File: src/lfu_cwr_pkg.sv
// Shared types, constants and helper functions for the LFU way replacement unit.
`timescale 1ns / 1ps
`default_nettype none

package lfu_cwr_pkg;

    // Cache geometry
    localparam int WAYS       = 4;
    localparam int SETS       = 256;
    localparam int TAG_BITS   = 20;
    localparam int COUNT_BITS = 16;

    // Fixed port field widths
    localparam int SET_IN_BITS  = 8;
    localparam int TAG_IN_BITS  = 20;
    localparam int WAY_OUT_BITS = 2;
    localparam int STATUS_BITS  = 3;

    localparam int SET_BITS = (SETS > 1) ? $clog2(SETS) : 1;
    localparam int WAY_BITS = (WAYS > 1) ? $clog2(WAYS) : 1;
    localparam int SET_SPAN = 2 ** SET_IN_BITS;

    typedef logic [TAG_BITS-1:0]   t_tag;
    typedef logic [COUNT_BITS-1:0] t_count;
    typedef logic [WAY_BITS-1:0]   t_way;
    typedef logic [SET_BITS-1:0]   t_set;

    // One cache line's bookkeeping; a row holds all ways of a set
    typedef struct packed {
        logic   valid;
        logic   locked;
        t_tag   tag;
        t_count count;
    } t_line;

    typedef t_line [WAYS-1:0] t_row;

    typedef enum logic [STATUS_BITS-1:0] {
        ST_HIT        = 3'd0,
        ST_FILL       = 3'd1,
        ST_REPLACE    = 3'd2,
        ST_ALL_LOCKED = 3'd3,
        ST_ERROR      = 3'd4
    } t_status;

    typedef enum logic [1:0] {
        S_CLEAR,
        S_IDLE,
        S_READ,
        S_EVAL
    } t_state;

    // Controller to datapath commands
    typedef struct packed {
        logic load;
        logic clr_wr;
        logic rd_en;
        logic eval;
    } t_cmd;

    // Datapath to controller status
    typedef struct packed {
        logic clr_last;
    } t_sts;

    localparam t_count COUNT_MAX = '1;
    localparam t_set   SET_LAST  = t_set'(SETS - 1);

    // Set index reduction table, built at elaboration
    typedef t_set t_set_tbl [SET_SPAN];

    function automatic t_set_tbl f_set_tbl();
        t_set_tbl tbl;
        for (int i = 0; i < SET_SPAN; i++) begin
            tbl[i] = t_set'(i % SETS);
        end
        return tbl;
    endfunction

    localparam t_set_tbl SET_MOD = f_set_tbl();

    // Fit the incoming tag to the stored tag width
    function automatic t_tag f_tag(logic [TAG_IN_BITS-1:0] t);
        logic [TAG_BITS+TAG_IN_BITS-1:0] wide;
        wide = {{TAG_BITS{1'b0}}, t};
        return wide[TAG_BITS-1:0];
    endfunction

    // Fit a way number to the output field
    function automatic logic [WAY_OUT_BITS-1:0] f_way_out(t_way w);
        logic [WAY_OUT_BITS+WAY_BITS-1:0] wide;
        wide = {{WAY_OUT_BITS{1'b0}}, w};
        return wide[WAY_OUT_BITS-1:0];
    endfunction

endpackage

`default_nettype wire

File: src/lfu_cwr_ctrl.sv
// Controller state machine: clearing pass, item accept, row read and evaluate.
`timescale 1ns / 1ps
`default_nettype none

module lfu_cwr_ctrl (
    input  wire logic              i_clk,
    input  wire logic              i_rst_n,
    input  wire logic              i_start,
    input  wire lfu_cwr_pkg::t_sts i_sts,
    output logic                   o_busy,
    output lfu_cwr_pkg::t_cmd      o_cmd
);

    lfu_cwr_pkg::t_state r_state;
    lfu_cwr_pkg::t_state n_state;

    // State register
    always_ff @(posedge i_clk) begin
        if (!i_rst_n) begin
            r_state <= lfu_cwr_pkg::S_CLEAR;
        end else begin
            r_state <= n_state;
        end
    end

    // Next state and commands
    always_comb begin
        n_state = r_state;
        o_cmd   = '0;
        o_busy  = 1'b1;
        case (r_state)
            lfu_cwr_pkg::S_CLEAR: begin
                o_cmd.clr_wr = 1'b1;
                if (i_sts.clr_last) begin
                    n_state = lfu_cwr_pkg::S_IDLE;
                end
            end
            lfu_cwr_pkg::S_IDLE: begin
                o_busy = 1'b0;
                if (i_start) begin
                    o_cmd.load = 1'b1;
                    n_state    = lfu_cwr_pkg::S_READ;
                end
            end
            lfu_cwr_pkg::S_READ: begin
                o_cmd.rd_en = 1'b1;
                n_state     = lfu_cwr_pkg::S_EVAL;
            end
            lfu_cwr_pkg::S_EVAL: begin
                // write-back happens here, so the next item may already load
                o_busy     = 1'b0;
                o_cmd.eval = 1'b1;
                if (i_start) begin
                    o_cmd.load = 1'b1;
                    n_state    = lfu_cwr_pkg::S_READ;
                end else begin
                    n_state = lfu_cwr_pkg::S_IDLE;
                end
            end
            default: begin
                n_state = lfu_cwr_pkg::S_CLEAR;
            end
        endcase
    end

endmodule

`default_nettype wire

File: config.mk
export PLATFORM = sky130hd
export DESIGN_NAME = lfu_cwr_ctrl
export DESIGN_NICKNAME = d
export VERILOG_FILES = /design/src/lfu_cwr_pkg.sv /design/src/lfu_cwr_ctrl.sv
export SDC_FILE = /design/constraint.sdc
export NUM_CORES = 1
export LEC_CHECK = 0
export BUFFER_PORTS_ARGS = -buffer_cell sky130_fd_sc_hd__buf_2
export CORE_AREA = 2 2 39 41
export CTS_BUF_LIST = sky130_fd_sc_hd__clkbuf_8
export CTS_CLUSTER_DIAMETER = 200
export DETAILED_ROUTE_END_ITERATION = 7
export DIE_AREA = 0 0 41 43
export HOLD_SLACK_MARGIN = 0.12
export SLEW_MARGIN = 5
export SYNTH_ARGS = -nofsm -noshare
export SYNTH_HDL_FRONTEND = slang
export SYNTH_SLANG_ARGS = --single-unit
File: constraint.sdc
create_clock -name i_clk -period 0.9 [get_ports i_clk]
set_clock_uncertainty 0.15 [all_clocks]
set_input_delay 0.225 -clock i_clk [delete_from_list [all_inputs] [get_ports i_clk]]
set_output_delay 0.225 -clock i_clk [all_outputs]
set_load 0.02 [all_outputs]
* Word-level counts from Yosys, hierarchy flattened
Index checks and enable logic that the tools add are counted.
Cells by class: eq/ne operators 5, reductions and logical operators 3, $add $sub $neg 0, multiply operators 0, bitwise logic cells 0, mux-type cells 10, shift operators 0, $lt $le $gt $ge 0, divide/modulo/power cells 0
Operators with widths (number):
- 2-bit one-hot mux with 4 select lines | 1
- 1-bit 2-to-1 mux | 6
- 2-bit 2-to-1 mux | 3
- 2-bit equality test (second input constant) | 2
- 2-bit inequality test (second input constant) | 2
- 2-bit by 1-bit equality test with 1-bit output (second input constant) | 1
- 2-bit zero test | 1
- 2-bit AND reduction | 1
- 2-bit OR reduction | 1
Word-level totals: word-level logic and storage cells 19, RAM bits 0, output and inout bits 5, bits of input ports 4, memory bits (read-only) 0, memories 0, register bits after elaboration 2, bits in latches 0

* Logic depth before layout (Yosys ltp)
depth after elaboration 3, mapped depth 2, depth with buffers taken out 2

* Worst setup path before layout
No wires, ideal clock.
path type reg2out, from reg r_state[0], to out o_cmd[1] (netlist bit), arrival time 0.614 ns, required time 0.525 ns, path slack -0.089 ns, buffers on the path 0, cell stages (with the launch flop) 3, cells stage by stage dfxtp_1 nand2b_1 inv_1
RTL lines:
- start, declared | line lfu_cwr_ctrl.sv:14 | lfu_cwr_pkg::t_state r_state;
- start signal, assigned | line lfu_cwr_ctrl.sv:20 | r_state <= lfu_cwr_pkg::S_CLEAR;
- start signal, assigned | line lfu_cwr_ctrl.sv:22 | r_state <= n_state;
- end, declared | line lfu_cwr_ctrl.sv:11 | output lfu_cwr_pkg::t_cmd o_cmd

==> summary.txt <==
Status
  – Status: complete, but fails checks
  – Failing checks: setup timing

Timing
  – Post-route minimum period: 1.23 ns
  – Max-slew headroom: 93.4%
  – Setup violations, final: 7
  – Ratio of final minimum period to clock period: 136%
  – RSZ-0062 raised after global routing: yes
  – Slew @ Worst Pin: 0.0993 ns
  – Final Hold Vio Count: 0
  – Peak Freq: 816 MHz
  – Final hold slack: 0.129 ns
  – Slew Limit Fails: 0
  – Setup ws final: -0.325 ns

Detailed routing
  – Via count: 124
  – Vias per cell: 3.18
  – Average wire per standard cell: 7.77 um
  – DR iter-0 viols: 3
  – DR pass1 iterations: 4
  – DRC: 0
  – Antenna-violating nets left: 0
  – Total routed wirelength: 303 um

Synthesis
  – Async set or reset register ratio after synthesis: 0%
  – EDFF count, synth: 0
  – Most frequent cell after synthesis: inv_1
  – Post-Syn Area: 90.1 sq um
  – Post-synth net total: 15
  – Synth Register Bits: 2
  – Share of the yosys chip area belonging to registers: 44.4%
  – Syn Area/Cell: 8.19 sq um
  – Ys Warns: 0
  – Yosys cell types: 8
  – Ranking of synthesized cells by area: dfxtp_1 44%, inv_1 13%, o311a_1 11%, a21boi_1 8.3%, and2_2 8.3%
  – Cells after synthesis: 11
  – Ys flop type: dfxtp_1
  – Synth cell count leaders: 3 x inv_1, 2 x dfxtp_1
  – Post-synth top area share: 44.4%
  – Yosys top cell by area: dfxtp_1

Global route
  – Busiest grt layer: met3
  – Met1 Track Usage GR: 3.19%
  – Vias in the first global route: 110
  – GRT overflow: 0
  – Largest net degree at the start of global routing: 7
  – Total Routing Usage GR: 4.81%
  – Met3 GRT Util: 9.42%
  – Met2 Use GR: 4.38%
  – First-pass GRT wire length: 414 um
  – Initial antenna violation count: 0

Power
  – Net Sw Frac: 22.1%
  – Power share of the combinational group: 16.6%
  – Cell Int Power: 430 uW
  – Flop pwr share: 19.5%
  – Clock power share: 63.9%
  – Psw: 122 uW
  – P_leak: 0.000123 uW
  – Maximum vdd drop: 0.597 mV
  – PwrDens: 2250 nW/um^2

Clock network
  – Clock root cell: clkbuf_8
  – Reg clk slew, reported paths: 0.03 ns
  – TritonCTS clock tree: built
  – Num CTS Buffers: 3
  – Clk Latency, worst-skew pair: 0.21 ns
  – Htree depth: 1
  – # clock sinks: 2
  – Clock Path Buffers: 2

Worst hold path
  – Worst Hold Launch: i_rst_n
  – Worst hold path endpoint: r_state[0]
  – Worst Hold Class: in -> reg
  – Hold path cells: 2

Floorplanning
  – Die extent in y: 43 um
  – Row cnt: 14
  – Die footprint: 1760 sq um
  – Core region area: 1380 sq um
  – Die span in x: 41 um
  – Top Ports: 9
  – Starting density of the core: 6.51%

Job
  – Max-cap violations: 0

Setup path
  – Crit path cell chain: nand2b_4 -> inv_2 -> buf_6
  – Reg2reg setup slack: -0.05 ns
  – Critical path arrival: 0.85 ns
  – Critical R2R Capture: r_state[0]
  – Crit path launch type: flip-flop
  – CP max stage delay: 0.35 ns
  – CP Max Fanout: 6
  – Crit-path slowest cell: dfxtp_4
  – Worst reg2reg path depth: 3
  – Type of the worst setup path: reg -> out
  – CP Capture Type: primary output
  – Critical R2R Launch: r_state[0]
  – Worst EP required: 0.52 ns

Placed design
  – Routability-driven placement congestion ratio: 0.433
  – Buffers on Ports: 8

Layout
  – Post-Route Utilization: 17.7%
  – Share of layout cells above drive strength 1: 82.6%
  – P&R area growth vs syn: 172%
  – Antenna cells: 0
  – Fillers: 153
  – Layout Nets: 29
  – Largest Register: r_state
  – Top flop regs: r_state x2
  – Max reg flops: 2
==> final cells by class <==
type / count / area, sq um / share of cell area [%]
Timing Repair Buffer: 9 / 75.1 / 30.6
Multi-Input combinational cell: 6 / 50.0 / 20.4
Clock buffer: 3 / 41.3 / 16.8
Sequential cell: 2 / 47.5 / 19.4
Tap cell: 16 / 20.0 / 8.16
Inverter: 3 / 11.3 / 4.59
==> power groups by stage <==
stage	combinational (uW)	sequential, uW	clock (uW)
2_1_floorplan	44.8	109	0
3_3_place_gp	71.2	111	0
3_5_place_dp	71.1	111	0
4_1_cts	87.2	108	366
5_1_grt	99.4	110	375
6_report	91.6	108	352
==> kinds of logic (layout without fill, tap and decap cells) <==
logic type | Yosys count | after routing | share of synthesized area, %
buffers and inverters | 3 | 15 | 12.5
AOI/OAI and AO/OA | 2 | 2 | 19.4
and+or+nand+nor | 4 | 4 | 23.6
DFF | 2 | 2 | 44.4
==> worst max path at each step <==
stage / from / end / slack (ns) / cells after the start
2_1_floorplan: r_state[1] / r_state[0] / -0.03 / 1
3_3_place_gp: r_state[0] / o_cmd[1] / -0.14 / 3
3_5_place_dp: r_state[0] / o_cmd[1] / -0.15 / 3
4_1_cts: r_state[0] / o_cmd[1] / -0.33 / 3
5_1_grt: r_state[0] / o_cmd[3] / -0.36 / 3
6_report: r_state[0] / o_cmd[1] / -0.33 / 3
==> repair_timing <==
item,4_1_cts,5_1_grt
gates resized for setup,10,1
endpoints found under the setup margin,7,7
endpoints found under the hold margin,1,0
gates cloned,0,0
buffers inserted,0,0
pin swaps,2,0
==> worst max-delay path: cells and delay by family (launching register included) <==
kind,cells,cell delay [ns]
AND/OR/NAND/NOR,1,0.14
flip-flops,1,0.35
buffers and inverters,2,0.15
==> routing by layer <==
| metal | vias to the layer above | wire length, um |
|---|---|---|
| met5 | - | 0 |
| met4 | 0 | 0 |
| met3 | 0 | 48 |
| met2 | 11 | 130 |
| met1 | 52 | 124 |
| li1 | 61 | - |
==> per-stage QoR <==
stage               setup TNS [ns]  std cells  worst slack (ns)  total power [uW]  area, sq um
floorplan                  -0.0957         11           -0.0273               154          104
global placement            -0.564         36            -0.139               182          171
detailed placement          -0.606         36            -0.147               182          171
CTS                          -1.54         39            -0.330               561          241
global route                 -1.80         39            -0.360               585          245
finish                       -1.50         39            -0.325               551          245
==> layout by cell type, fill, tap and decap left out, drive strengths merged <==
master,netlist,final
dfxtp,2,2
a21boi,1,1
nand2b,1,1
inv,3,3
clkbuf,0,3
buf,0,9
nor2,1,1
nand2,1,1
and2,1,1
o311a,1,1
No activity file was read; power rests on OpenSTA's default activity.
